**src/hdl/cps_pkg.sv**
```systemverilog
// Shared types and constants for the cue playhead sequencer.
// Holds voice status codes, event codes, register indexes and the config bundle.
// No dependencies; every other file refers to it by scoped names.
`default_nettype none

package cps_pkg;

	// Default parameter values for the top level
	localparam int ADDR_BITS_DEF  = 32;
	localparam int FADE_BITS_DEF  = 24;
	localparam int COUNT_BITS_DEF = 16;

	// Fixed field widths
	localparam int FUNC_W     = 3;
	localparam int FADE_LEN_W = 24;
	localparam int WORD_W     = 32;
	localparam int LOOP_W     = 16;
	localparam int FLAG_W     = 3;
	localparam int REG_IDX_W  = 3;

	// Voice status
	typedef enum logic [2:0] {
		ST_IDLE = 3'd0,
		ST_PRE  = 3'd1,
		ST_PLAY = 3'd2,
		ST_STOP = 3'd3,
		ST_FIN  = 3'd4
	} voice_mode_t;

	// Event codes
	localparam logic [FUNC_W-1:0] FN_TICK     = 3'd0;
	localparam logic [FUNC_W-1:0] FN_START    = 3'd1;
	localparam logic [FUNC_W-1:0] FN_STOP     = 3'd2;
	localparam logic [FUNC_W-1:0] FN_RELEASE  = 3'd3;
	localparam logic [FUNC_W-1:0] FN_SCHEDULE = 3'd4;
	localparam logic [FUNC_W-1:0] FN_PAUSE    = 3'd5;

	// Register indexes
	localparam logic [REG_IDX_W-1:0] REG_REGION_START = 3'd0;
	localparam logic [REG_IDX_W-1:0] REG_REGION_END   = 3'd1;
	localparam logic [REG_IDX_W-1:0] REG_VAMP_START   = 3'd2;
	localparam logic [REG_IDX_W-1:0] REG_VAMP_END     = 3'd3;
	localparam logic [REG_IDX_W-1:0] REG_PRE_WAIT     = 3'd4;
	localparam logic [REG_IDX_W-1:0] REG_LOOP_COUNT   = 3'd5;
	localparam logic [REG_IDX_W-1:0] REG_MODE_FLAGS   = 3'd6;

	// Mode flag bits
	localparam int FLAG_VAMP_EN   = 0;
	localparam int FLAG_REL_NOW   = 1;
	localparam int FLAG_LIVE      = 2;

	localparam logic [LOOP_W-1:0] LOOP_COUNT_RST = 16'd1;

	// Configuration bundle
	typedef struct packed {
		logic [WORD_W-1:0] region_start;
		logic [WORD_W-1:0] region_end;
		logic [WORD_W-1:0] vamp_start;
		logic [WORD_W-1:0] vamp_end;
		logic [WORD_W-1:0] pre_wait;
		logic [LOOP_W-1:0] loop_count;
		logic [FLAG_W-1:0] mode_flags;
	} cps_cfg_t;

endpackage

`default_nettype wire

```
**src/hdl/cps_cfg_regs.sv**
```systemverilog
// Configuration register file of the cue playhead sequencer.
// Depends on cps_pkg for register indexes and the config bundle type.
`default_nettype none

module cps_cfg_regs (
	input  wire logic                             clk,
	input  wire logic                             arst_n,
	input  wire logic                             wr_en,
	input  wire logic [cps_pkg::REG_IDX_W-1:0]    wr_index,
	input  wire logic [cps_pkg::WORD_W-1:0]       wr_data,
	output cps_pkg::cps_cfg_t                     cfg
);

	cps_pkg::cps_cfg_t cfg_q;

	// Write one register per handshake; drop indexes past the list
	always_ff @(posedge clk or negedge arst_n) begin
		if (!arst_n) begin
			cfg_q.region_start <= '0;
			cfg_q.region_end   <= '0;
			cfg_q.vamp_start   <= '0;
			cfg_q.vamp_end     <= '0;
			cfg_q.pre_wait     <= '0;
			cfg_q.loop_count   <= cps_pkg::LOOP_COUNT_RST;
			cfg_q.mode_flags   <= '0;
		end else if (wr_en) begin
			case (wr_index)
				cps_pkg::REG_REGION_START: cfg_q.region_start <= wr_data;
				cps_pkg::REG_REGION_END:   cfg_q.region_end   <= wr_data;
				cps_pkg::REG_VAMP_START:   cfg_q.vamp_start   <= wr_data;
				cps_pkg::REG_VAMP_END:     cfg_q.vamp_end     <= wr_data;
				cps_pkg::REG_PRE_WAIT:     cfg_q.pre_wait     <= wr_data;
				cps_pkg::REG_LOOP_COUNT:
					cfg_q.loop_count <= wr_data[cps_pkg::LOOP_W-1:0];
				cps_pkg::REG_MODE_FLAGS:
					cfg_q.mode_flags <= wr_data[cps_pkg::FLAG_W-1:0];
				default: ;
			endcase
		end
	end

	assign cfg = cfg_q;

endmodule

`default_nettype wire

```
**src/hdl/cps_voice.sv**
```systemverilog
// Voice state and per-item event update of the cue playhead sequencer.
// Depends on cps_pkg; the result of each item is driven combinationally.
`default_nettype none

module cps_voice #(
	parameter int ADDR_BITS  = cps_pkg::ADDR_BITS_DEF,
	parameter int FADE_BITS  = cps_pkg::FADE_BITS_DEF,
	parameter int COUNT_BITS = cps_pkg::COUNT_BITS_DEF
) (
	input  wire logic                              clk,
	input  wire logic                              arst_n,
	input  wire cps_pkg::cps_cfg_t                 cfg,
	input  wire logic                              step,
	input  wire logic [cps_pkg::FUNC_W-1:0]        func,
	input  wire logic [cps_pkg::FADE_LEN_W-1:0]    fade_length,
	input  wire logic [cps_pkg::WORD_W-1:0]        stop_at,
	input  wire logic                              pause_flag,
	output logic                                   res_sounding,
	output logic [ADDR_BITS-1:0]                   res_address,
	output logic [2:0]                             res_status,
	output logic [COUNT_BITS-1:0]                  res_region_passes,
	output logic [COUNT_BITS-1:0]                  res_vamp_passes,
	output logic                                   res_vamp_looping,
	output logic [FADE_BITS-1:0]                   res_fade_elapsed,
	output logic [cps_pkg::WORD_W-1:0]             res_pass_samples,
	output logic [cps_pkg::WORD_W-1:0]             res_total_sounded
);

	localparam int CW  = (ADDR_BITS > cps_pkg::WORD_W) ? ADDR_BITS : cps_pkg::WORD_W;
	localparam int LCW = (COUNT_BITS > cps_pkg::LOOP_W) ? COUNT_BITS : cps_pkg::LOOP_W;

	// State registers
	cps_pkg::voice_mode_t          mode_q, mode_d;
	logic [ADDR_BITS-1:0]          pos_q, pos_d;
	logic [cps_pkg::WORD_W-1:0]    wait_q, wait_d;
	logic [cps_pkg::WORD_W-1:0]    psc_q, psc_d;
	logic [cps_pkg::WORD_W-1:0]    snd_q, snd_d;
	logic [COUNT_BITS-1:0]         rpc_q, rpc_d;
	logic [COUNT_BITS-1:0]         vpc_q, vpc_d;
	logic [cps_pkg::WORD_W-1:0]    target_q, target_d;
	logic                          stop_armed_q, stop_armed_d;
	logic [FADE_BITS-1:0]          armed_fade_q, armed_fade_d;
	logic [FADE_BITS-1:0]          fade_done_q, fade_done_d;
	logic [FADE_BITS-1:0]          fade_total_q, fade_total_d;
	logic                          end_on_fade_q, end_on_fade_d;
	logic                          vamp_armed_q, vamp_armed_d;
	logic                          release_seen_q, release_seen_d;
	logic                          frozen_q, frozen_d;
	logic                          release_pending_q, release_pending_d;

	// Config-derived terms
	logic [ADDR_BITS-1:0] rs_a, vs_a;
	logic                 pos_ge_ve, pos_ge_re, vs_ge_ve, vs_ge_re;
	logic                 fits, region_empty, more;
	logic                 live, vamp_en, rel_now;
	logic                 act;

	// Tick decision chain
	logic                  t_rel_seen, t_va0, vedge, vwrap, p1_ge_re, redge, rfin;
	logic [ADDR_BITS-1:0]  pos1, pos2;
	logic                  va1, va2;
	logic [COUNT_BITS-1:0] rpc_inc, vpc_inc, vpc1, vpc2, rpc2;
	logic [cps_pkg::WORD_W-1:0] psc2;
	logic                  sedge, sfin, eof3, efin;
	logic [FADE_BITS-1:0]  ft3, fd3, fd_n;

	logic                  snd_flag;
	logic [ADDR_BITS-1:0]  addr_d;

	assign live    = cfg.mode_flags[cps_pkg::FLAG_LIVE];
	assign vamp_en = cfg.mode_flags[cps_pkg::FLAG_VAMP_EN];
	assign rel_now = cfg.mode_flags[cps_pkg::FLAG_REL_NOW];

	assign rs_a = ADDR_BITS'(cfg.region_start);
	assign vs_a = ADDR_BITS'(cfg.vamp_start);

	// Compare position and vamp restart point against the markers
	assign pos_ge_ve = CW'(pos_q) >= CW'(cfg.vamp_end);
	assign pos_ge_re = CW'(pos_q) >= CW'(cfg.region_end);
	assign vs_ge_ve  = CW'(vs_a) >= CW'(cfg.vamp_end);
	assign vs_ge_re  = CW'(vs_a) >= CW'(cfg.region_end);

	assign fits = (cfg.vamp_end > cfg.vamp_start) && (cfg.vamp_start >= cfg.region_start)
		&& (cfg.vamp_end <= cfg.region_end);
	assign region_empty = cfg.region_end <= cfg.region_start;

	assign act = mode_q inside {cps_pkg::ST_PRE, cps_pkg::ST_PLAY, cps_pkg::ST_STOP};

	// Saturating pass counters
	assign rpc_inc = (rpc_q == '1) ? rpc_q : rpc_q + 1'b1;
	assign vpc_inc = (vpc_q == '1) ? vpc_q : vpc_q + 1'b1;
	assign more    = (cfg.loop_count == '0) || (LCW'(rpc_inc) < LCW'(cfg.loop_count));

	// Apply a latched release, then take vamp, region and stop decisions in order
	always_comb begin
		t_rel_seen = release_seen_q | release_pending_q;
		t_va0      = vamp_armed_q & ~(release_pending_q & rel_now);

		vedge    = t_va0 & pos_ge_ve;
		vwrap    = vedge & ~t_rel_seen;
		pos1     = vwrap ? vs_a : pos_q;
		va1      = vedge ? (vwrap & ~vs_ge_ve) : t_va0;
		vpc1     = vedge ? vpc_inc : vpc_q;
		p1_ge_re = vwrap ? vs_ge_re : pos_ge_re;

		redge = ~live & p1_ge_re;
		rfin  = redge & (~more | region_empty);
		pos2  = redge ? rs_a : pos1;
		va2   = redge ? (vamp_en & ~t_rel_seen & fits) : va1;
		vpc2  = redge ? '0 : vpc1;
		rpc2  = redge ? rpc_inc : rpc_q;
		psc2  = redge ? '0 : psc_q;

		sedge = stop_armed_q & (snd_q >= target_q);
		sfin  = sedge & ((mode_q == cps_pkg::ST_PRE) || (armed_fade_q == '0));
		ft3   = sedge ? armed_fade_q : fade_total_q;
		fd3   = sedge ? '0 : fade_done_q;
		eof3  = sedge | end_on_fade_q;
		fd_n  = (fd3 < ft3) ? fd3 + 1'b1 : fd3;
		efin  = eof3 & (fd_n >= ft3);
	end

	// Next state for one item
	always_comb begin
		mode_d            = mode_q;
		pos_d             = pos_q;
		wait_d            = wait_q;
		psc_d             = psc_q;
		snd_d             = snd_q;
		rpc_d             = rpc_q;
		vpc_d             = vpc_q;
		target_d          = target_q;
		stop_armed_d      = stop_armed_q;
		armed_fade_d      = armed_fade_q;
		fade_done_d       = fade_done_q;
		fade_total_d      = fade_total_q;
		end_on_fade_d     = end_on_fade_q;
		vamp_armed_d      = vamp_armed_q;
		release_seen_d    = release_seen_q;
		frozen_d          = frozen_q;
		release_pending_d = release_pending_q;
		snd_flag          = 1'b0;
		addr_d            = pos_q;

		case (func)
			cps_pkg::FN_TICK: begin
				if (act && !frozen_q) begin
					release_pending_d = 1'b0;
					release_seen_d    = t_rel_seen;
					vamp_armed_d      = t_va0;
					if (wait_q != '0) begin
						// Count down the pre-wait silently
						wait_d = wait_q - 1'b1;
						if (wait_q == 32'd1 && mode_q == cps_pkg::ST_PRE) begin
							mode_d = cps_pkg::ST_PLAY;
						end
					end else if (rfin) begin
						// Last region pass or empty region: finish
						pos_d        = pos1;
						vpc_d        = vpc1;
						rpc_d        = rpc2;
						mode_d       = cps_pkg::ST_FIN;
						vamp_armed_d = 1'b0;
					end else begin
						pos_d        = pos2;
						psc_d        = psc2;
						vpc_d        = vpc2;
						rpc_d        = rpc2;
						vamp_armed_d = va2;
						if (sedge) begin
							stop_armed_d = 1'b0;
						end
						if (sfin) begin
							mode_d       = cps_pkg::ST_FIN;
							vamp_armed_d = 1'b0;
						end else begin
							if (sedge) begin
								fade_total_d   = armed_fade_q;
								end_on_fade_d  = 1'b1;
								release_seen_d = 1'b1;
								vamp_armed_d   = 1'b0;
								mode_d         = cps_pkg::ST_STOP;
							end
							// Sound one sample and advance
							snd_flag    = 1'b1;
							addr_d      = pos2;
							pos_d       = pos2 + 1'b1;
							psc_d       = (psc2 == '1) ? psc2 : psc2 + 1'b1;
							snd_d       = (snd_q == '1) ? snd_q : snd_q + 1'b1;
							fade_done_d = fd_n;
							if (efin) begin
								mode_d       = cps_pkg::ST_FIN;
								vamp_armed_d = 1'b0;
							end
						end
					end
				end
			end
			cps_pkg::FN_START: begin
				pos_d             = rs_a;
				addr_d            = rs_a;
				wait_d            = cfg.pre_wait;
				psc_d             = '0;
				snd_d             = '0;
				rpc_d             = '0;
				vpc_d             = '0;
				stop_armed_d      = 1'b0;
				target_d          = '0;
				armed_fade_d      = '0;
				frozen_d          = 1'b0;
				release_seen_d    = 1'b0;
				release_pending_d = 1'b0;
				vamp_armed_d      = vamp_en & ~live & fits;
				fade_done_d       = '0;
				fade_total_d      = '0;
				end_on_fade_d     = 1'b0;
				mode_d = (cfg.pre_wait != '0) ? cps_pkg::ST_PRE : cps_pkg::ST_PLAY;
			end
			cps_pkg::FN_STOP: begin
				if (act) begin
					if (mode_q == cps_pkg::ST_PRE || fade_length == '0) begin
						mode_d       = cps_pkg::ST_FIN;
						vamp_armed_d = 1'b0;
					end else begin
						fade_total_d   = FADE_BITS'(fade_length);
						fade_done_d    = '0;
						end_on_fade_d  = 1'b1;
						release_seen_d = 1'b1;
						vamp_armed_d   = 1'b0;
						mode_d         = cps_pkg::ST_STOP;
					end
				end
			end
			cps_pkg::FN_RELEASE: begin
				if (mode_q != cps_pkg::ST_IDLE) begin
					release_pending_d = 1'b1;
				end
			end
			cps_pkg::FN_SCHEDULE: begin
				target_d     = stop_at;
				armed_fade_d = FADE_BITS'(fade_length);
				stop_armed_d = 1'b1;
			end
			cps_pkg::FN_PAUSE: begin
				frozen_d = pause_flag;
			end
			default: ;
		endcase
	end

	// Hold state between items; update once per item
	always_ff @(posedge clk or negedge arst_n) begin
		if (!arst_n) begin
			mode_q            <= cps_pkg::ST_IDLE;
			pos_q             <= '0;
			wait_q            <= '0;
			psc_q             <= '0;
			snd_q             <= '0;
			rpc_q             <= '0;
			vpc_q             <= '0;
			target_q          <= '0;
			stop_armed_q      <= 1'b0;
			armed_fade_q      <= '0;
			fade_done_q       <= '0;
			fade_total_q      <= '0;
			end_on_fade_q     <= 1'b0;
			vamp_armed_q      <= 1'b0;
			release_seen_q    <= 1'b0;
			frozen_q          <= 1'b0;
			release_pending_q <= 1'b0;
		end else if (step) begin
			mode_q            <= mode_d;
			pos_q             <= pos_d;
			wait_q            <= wait_d;
			psc_q             <= psc_d;
			snd_q             <= snd_d;
			rpc_q             <= rpc_d;
			vpc_q             <= vpc_d;
			target_q          <= target_d;
			stop_armed_q      <= stop_armed_d;
			armed_fade_q      <= armed_fade_d;
			fade_done_q       <= fade_done_d;
			fade_total_q      <= fade_total_d;
			end_on_fade_q     <= end_on_fade_d;
			vamp_armed_q      <= vamp_armed_d;
			release_seen_q    <= release_seen_d;
			frozen_q          <= frozen_d;
			release_pending_q <= release_pending_d;
		end
	end

	// Report the state after the item
	assign res_sounding      = snd_flag;
	assign res_address       = addr_d;
	assign res_status        = mode_d;
	assign res_region_passes = rpc_d;
	assign res_vamp_passes   = vpc_d;
	assign res_vamp_looping  = vamp_armed_d;
	assign res_fade_elapsed  = fade_done_d;
	assign res_pass_samples  = psc_d;
	assign res_total_sounded = snd_d;

endmodule

`default_nettype wire

```
**src/hdl/cue_playhead_sequencer.sv**
```systemverilog
// An accepted item passes through the input register, then the result register, before
// its result is on the ports. Throughput: one item per cycle; a stalled full result
// register holds the input register, which then stalls the next item. Reset: arst_n
// clears the voice to idle, all counters to zero, loop_count to one and the other voice,
// config and valid registers, asynchronously; payload and result data are not reset.
// Top level; depends on cps_pkg, cps_cfg_regs and cps_voice.
`default_nettype none

module cue_playhead_sequencer #(
	parameter int ADDR_BITS  = cps_pkg::ADDR_BITS_DEF,
	parameter int FADE_BITS  = cps_pkg::FADE_BITS_DEF,
	parameter int COUNT_BITS = cps_pkg::COUNT_BITS_DEF
) (
	input  wire logic                              clk,
	input  wire logic                              arst_n,
	// Configuration write channel
	input  wire logic                              cfg_valid,
	output logic                                   cfg_ready,
	input  wire logic [cps_pkg::REG_IDX_W-1:0]     cfg_index,
	input  wire logic [cps_pkg::WORD_W-1:0]        cfg_data,
	// Event items
	input  wire logic                              item_valid,
	output logic                                   item_stall,
	input  wire logic [cps_pkg::FUNC_W-1:0]        func,
	input  wire logic [cps_pkg::FADE_LEN_W-1:0]    fade_length,
	input  wire logic [cps_pkg::WORD_W-1:0]        stop_at,
	input  wire logic                              pause_flag,
	// Result items
	output logic                                   result_valid,
	input  wire logic                              result_stall,
	output logic                                   sounding,
	output logic [ADDR_BITS-1:0]                   sample_address,
	output logic [2:0]                             voice_status,
	output logic [COUNT_BITS-1:0]                  region_passes,
	output logic [COUNT_BITS-1:0]                  vamp_passes,
	output logic                                   vamp_looping,
	output logic [FADE_BITS-1:0]                   stop_fade_elapsed,
	output logic [cps_pkg::WORD_W-1:0]             pass_samples,
	output logic [cps_pkg::WORD_W-1:0]             total_sounded
);

	cps_pkg::cps_cfg_t cfg;

	// Input register
	logic                               valid_s1;
	logic [cps_pkg::FUNC_W-1:0]         func_s1;
	logic [cps_pkg::FADE_LEN_W-1:0]     fade_s1;
	logic [cps_pkg::WORD_W-1:0]         stop_at_s1;
	logic                               pause_s1;

	logic advance;
	logic item_take;

	// Combinational result of the item in the input register
	logic                          r_sounding;
	logic [ADDR_BITS-1:0]          r_address;
	logic [2:0]                    r_status;
	logic [COUNT_BITS-1:0]         r_region_passes;
	logic [COUNT_BITS-1:0]         r_vamp_passes;
	logic                          r_vamp_looping;
	logic [FADE_BITS-1:0]          r_fade_elapsed;
	logic [cps_pkg::WORD_W-1:0]    r_pass_samples;
	logic [cps_pkg::WORD_W-1:0]    r_total_sounded;

	// Result register
	logic                          result_valid_q;
	logic                          sounding_q;
	logic [ADDR_BITS-1:0]          address_q;
	logic [2:0]                    status_q;
	logic [COUNT_BITS-1:0]         region_passes_q;
	logic [COUNT_BITS-1:0]         vamp_passes_q;
	logic                          vamp_looping_q;
	logic [FADE_BITS-1:0]          fade_elapsed_q;
	logic [cps_pkg::WORD_W-1:0]    pass_samples_q;
	logic [cps_pkg::WORD_W-1:0]    total_sounded_q;

	assign cfg_ready = 1'b1;

	cps_cfg_regs u_cfg_regs (
		.clk      (clk),
		.arst_n   (arst_n),
		.wr_en    (cfg_valid),
		.wr_index (cfg_index),
		.wr_data  (cfg_data),
		.cfg      (cfg)
	);

	// Move the held item forward when the result register is free or drains
	assign advance    = valid_s1 & (~result_valid_q | ~result_stall);
	assign item_stall = valid_s1 & ~advance;
	assign item_take  = item_valid & ~item_stall;

	always_ff @(posedge clk or negedge arst_n) begin
		if (!arst_n) begin
			valid_s1 <= 1'b0;
		end else begin
			valid_s1 <= item_take | (valid_s1 & ~advance);
		end
	end

	// Capture the item payload
	always_ff @(posedge clk) begin
		if (item_take) begin
			func_s1    <= func;
			fade_s1    <= fade_length;
			stop_at_s1 <= stop_at;
			pause_s1   <= pause_flag;
		end
	end

	cps_voice #(
		.ADDR_BITS  (ADDR_BITS),
		.FADE_BITS  (FADE_BITS),
		.COUNT_BITS (COUNT_BITS)
	) u_voice (
		.clk               (clk),
		.arst_n            (arst_n),
		.cfg               (cfg),
		.step              (advance),
		.func              (func_s1),
		.fade_length       (fade_s1),
		.stop_at           (stop_at_s1),
		.pause_flag        (pause_s1),
		.res_sounding      (r_sounding),
		.res_address       (r_address),
		.res_status        (r_status),
		.res_region_passes (r_region_passes),
		.res_vamp_passes   (r_vamp_passes),
		.res_vamp_looping  (r_vamp_looping),
		.res_fade_elapsed  (r_fade_elapsed),
		.res_pass_samples  (r_pass_samples),
		.res_total_sounded (r_total_sounded)
	);

	// Hold the result until taken
	always_ff @(posedge clk or negedge arst_n) begin
		if (!arst_n) begin
			result_valid_q <= 1'b0;
		end else begin
			result_valid_q <= advance | (result_valid_q & result_stall);
		end
	end

	always_ff @(posedge clk) begin
		if (advance) begin
			sounding_q      <= r_sounding;
			address_q       <= r_address;
			status_q        <= r_status;
			region_passes_q <= r_region_passes;
			vamp_passes_q   <= r_vamp_passes;
			vamp_looping_q  <= r_vamp_looping;
			fade_elapsed_q  <= r_fade_elapsed;
			pass_samples_q  <= r_pass_samples;
			total_sounded_q <= r_total_sounded;
		end
	end

	assign result_valid      = result_valid_q;
	assign sounding          = sounding_q;
	assign sample_address    = address_q;
	assign voice_status      = status_q;
	assign region_passes     = region_passes_q;
	assign vamp_passes       = vamp_passes_q;
	assign vamp_looping      = vamp_looping_q;
	assign stop_fade_elapsed = fade_elapsed_q;
	assign pass_samples      = pass_samples_q;
	assign total_sounded     = total_sounded_q;

endmodule

`default_nettype wire

```
**config.mk**
```make
export PLATFORM = sky130hd
export DESIGN_NAME = cue_playhead_sequencer
export DESIGN_NICKNAME = d
export VERILOG_FILES = /design/src/hdl/cps_pkg.sv /design/src/hdl/cps_cfg_regs.sv /design/src/hdl/cps_voice.sv /design/src/hdl/cue_playhead_sequencer.sv
export SDC_FILE = /design/constraint.sdc
export NUM_CORES = 2
export LEC_CHECK = 0
export ABC_AREA = 1
export BUFFER_PORTS_ARGS = -buffer_cell sky130_fd_sc_hd__buf_4
export CORE_UTILIZATION = 43
export CTS_BUF_LIST = sky130_fd_sc_hd__clkbuf_16
export DETAILED_ROUTE_END_ITERATION = 8
export PLACE_DENSITY = 0.6
export SLEW_MARGIN = 5
export SYNTH_ARGS = -nofsm -noshare
export SYNTH_HDL_FRONTEND = slang
export SYNTH_HIERARCHICAL = 1
export SYNTH_SLANG_ARGS = --single-unit
export TNS_END_PERCENT = 100
```
**constraint.sdc**
```tcl
create_clock -name clk -period 16.1 [get_ports clk]
set_clock_uncertainty 0.15 [all_clocks]
set_input_delay 1.61 -clock clk [delete_from_list [all_inputs] [get_ports clk]]
set_output_delay 1.61 -clock clk [all_outputs]
set_load 0.1 [all_outputs]
```
==> impl_metrics.env <==
export IMPL_cts_clk_slew_worst_paths_ns=0.06
export IMPL_async_reset_ff_frac=0.677
export IMPL_fin_util=0.493
export IMPL_grt_pass1_vias=34800
export IMPL_synth_compound_area_share=0.132
export IMPL_core_um2=96600
export IMPL_antenna_found_initial=1
export IMPL_yosysTopAreaCellShare=0.271
export IMPL_cts_tree="done"
export IMPL_max_freq_mhz=129
export IMPL_die_h_um=314
export IMPL_synth_ff_type="dfrtp_1"
export IMPL_start_util=0.434
export IMPL_drt_wl_total_um=135000
export IMPL_antenna_cells=0
export IMPL_drtIter0Drc=3638
export IMPL_areaGrowthSynthToFinish_pct=13.8
export IMPL_grt_overflow_total=0
export IMPL_place_area_um2=44900
export IMPL_h_tree_depth=3
export IMPL_synth_edf_count=217
export IMPL_syn_nets=5797
export IMPL_synth_cell_types=70
export IMPL_numPortBuffers=258
export IMPL_die_area_um2=98600
export IMPL_synth_xor_area_share=0.0149
export IMPL_final_cells=6892
export IMPL_fin_nets=5974
export IMPL_syn_inst=5373
export IMPL_dp_slack_ns=8.40
export IMPL_finalHoldViolations=0
export IMPL_synth_seq_cells=671
export IMPL_vdd_drop_max_mv=0.0887
export IMPL_die_w_um=314
export IMPL_setup_viol=0
export IMPL_synthMuxAreaShare=0.000508
export IMPL_cts_root_buffer="clkbuf_16"
export IMPL_grt_pass1_wl_um=207000
export IMPL_maxCapViolCount=0
export IMPL_synth_top_family_by_area="simple AND/OR/NAND/NOR gates"
export IMPL_slew_violations=0
export IMPL_drt_pass1_iter_count=6
export IMPL_crit_arrival_ns=8.13
export IMPL_numCtsBuffers=79
export IMPL_clk_latency_ns=0.68
export IMPL_grt_start_max_net_pins=213
export IMPL_cp_required_ns=16.46
export IMPL_hp_class="reg -> reg"
export IMPL_setup_tns_ns=0
export IMPL_antenna_left=0
export IMPL_synth_commonest_cells="1445 x nand2_1, 691 x inv_1, 453 x dfrtp_1, 409 x o21ai_0, 390 x nor2_1"
export IMPL_place_congestion=0.973
export IMPL_cts_resized=0
export IMPL_avgSynthCellArea_um2=7.79
export IMPL_routed_via_density=5.44
export IMPL_power_leakage_nw=22.5
export IMPL_post_route_period_util=0.483
export IMPL_drc=0
export IMPL_synth_area_leaders="dfrtp_1 27%, edfxtp_1 16%, nand2_1 13%"
export IMPL_synth_simple_area_share=0.243
export IMPL_outcome="completed"
export IMPL_startpoint_type="flop"
export IMPL_cp_slowest_stage_delay_ns=0.58
export IMPL_io_pin_count=260
export IMPL_slowest_stage="or4_1"
export IMPL_drive_above_1_share=0.0967
export IMPL_critPathKind="reg -> reg"
export IMPL_cellPowerDensity_nw_per_um2=142
export IMPL_syn_cell_area_um2=41900
export IMPL_rsz0062_at_grt="false"
export IMPL_end_kind="flop"
export IMPL_yosys_cell_count_top_type="nand2_1"
export IMPL_cp_max_fo=64
export IMPL_postCtsSetupBuffers=0
export IMPL_row_count=114
export IMPL_dpl_hpwl_um=98800
export IMPL_holdBufCountCts=0
export IMPL_synth_area_leader_cell="dfrtp_1"
export IMPL_cpMostUsedCell="nand2_1"
export IMPL_yosysWarnings=6
export IMPL_post_drt_wl_per_cell_um=19.6
export IMPL_slew_limit_headroom=0.191
export IMPL_max_slew_worst_pin_slew_ns=1.21
export IMPL_clock_path_buffers=3
export IMPL_vias=37500
export IMPL_dp_cells=6745
export IMPL_synthAdderAreaFrac=0.0968
export IMPL_fin_ws_ns=8.33
export IMPL_ys_seq_area_frac=0.427
export IMPL_period_minus_slack_ns=7.77
export IMPL_grtUsageTotal=0.270
export IMPL_stdcell_area_um2=47600
export IMPL_clock_sinks=671
-- path summary, 6_finish.rpt --
kind                                    startpoint                       to  slack, ns  cells after the start
max                              u_voice/snd_q[15]        u_voice/mode_q[2]       8.33                     53
max in group asynchronous                   arst_n      u_cfg_regs/cfg[145]      12.67                      3
min reg2reg                u_voice/fade_total_q[2]  u_voice/fade_total_q[2]       0.31                      2
min in group asynchronous                   arst_n         u_voice/rpc_q[9]       0.84                      1
max reg2reg                      u_voice/snd_q[15]        u_voice/mode_q[2]       8.33                     53
min                        u_voice/fade_total_q[2]  u_voice/fade_total_q[2]       0.31                      2
-- per-stage QoR --
stage / power [W] / hold slack, ns
floorplan: 0.00415 / 0.287
global placement: 0.00478 / 0.298
detailed placement: 0.00483 / 0.303
CTS: 0.00675 / 0.318
global route: 0.00718 / 0.334
finish: 0.00675 / 0.315
-- logic make-up after synthesis --
family,Yosys count
flops,671
xor+xnor,71
other cells,1
simple gates,2403
mux,2
buf+inv,915
compound gates,986
fa+ha+maj,324
-- cell type report --
class / instances / area [um^2]
Inverter: 715 / 2690
Timing Repair Buffer: 296 / 2250
Fill cell: 9410 / 48900
Multi-Input combinational cell: 3787 / 20500
Sequential cell: 671 / 17900
Clock inverter: 68 / 743
Tap cell: 1276 / 1600
Clock buffer: 79 / 1980
-- registers in the layout (all words and copies together) (netlist names), 3 cells and up --
| register | flops |
|---|---|
| u_voice/snd_q | 32 |
| u_voice/vpc_q | 16 |
| sample_address | 32 |
| u_voice/fade_done_q | 24 |
| pass_samples | 32 |
| stop_at_s1 | 32 |
| u_voice/armed_fade_q | 24 |
| total_sounded | 32 |
| u_voice/fade_total_q | 24 |
| region_passes | 16 |
| u_voice/wait_q | 32 |
| voice_status | 3 |
| u_voice/target_q | 32 |
| u_voice/rpc_q | 16 |
| u_cfg_regs/cfg | 179 |
| u_voice/pos_q | 32 |
| func_s1 | 3 |
| u_voice/mode_q | 3 |
| vamp_passes | 16 |
| u_voice/psc_q | 32 |
| stop_fade_elapsed | 24 |
| fade_s1 | 24 |
-- routing by layer --
layer	share of wire	GRT usage
met1	0.47	0.403
met2	0.43	0.405
met3	0.063	0.0333
met4	0.031	0.0900
met5	0	0
-- placed cells by master, fill, tap and decap left out, drive strengths merged, types with 4 or more instances in the layout --
cell	instances
a211oi	13
a21boi	4
a21o	4
a21oi	268
a22oi	4
a31oi	28
and3	6
buf	296
bufinv	12
clkbuf	79
clkinv	39
clkinvlp	8
dfrtp	453
edfxtp	217
ha	324
inv	724
nand2	1465
nand3	302
nand3b	7
nand4	70
nor2	421
nor3	90
nor4	37
o2111ai	4
o211ai	41
o21a	11
o21ai	468
o21bai	8
o221ai	7
o22ai	111
xnor2	8
xor2	63
-- where the power goes --
group          internal [W]  switching, W  leakage (nW)  total, W
Combinational      0.000769       0.00175          13.2   0.00252
Sequential          0.00206      0.000271          7.97   0.00233
Clock               0.00110      0.000793          1.35   0.00190
-- critical path: cells and delay by family, from the launching register on --
kind	cells	cell delay, ns
AND/OR/NAND/NOR	38	3.87
flip-flops	1	0.41
buffers and inverters	4	0.97
AO/OA/AOI/OAI	8	1.15
adder cells (fa/ha/maj)	3	0.94
Note: power is estimated with default switching activity, not from simulation.
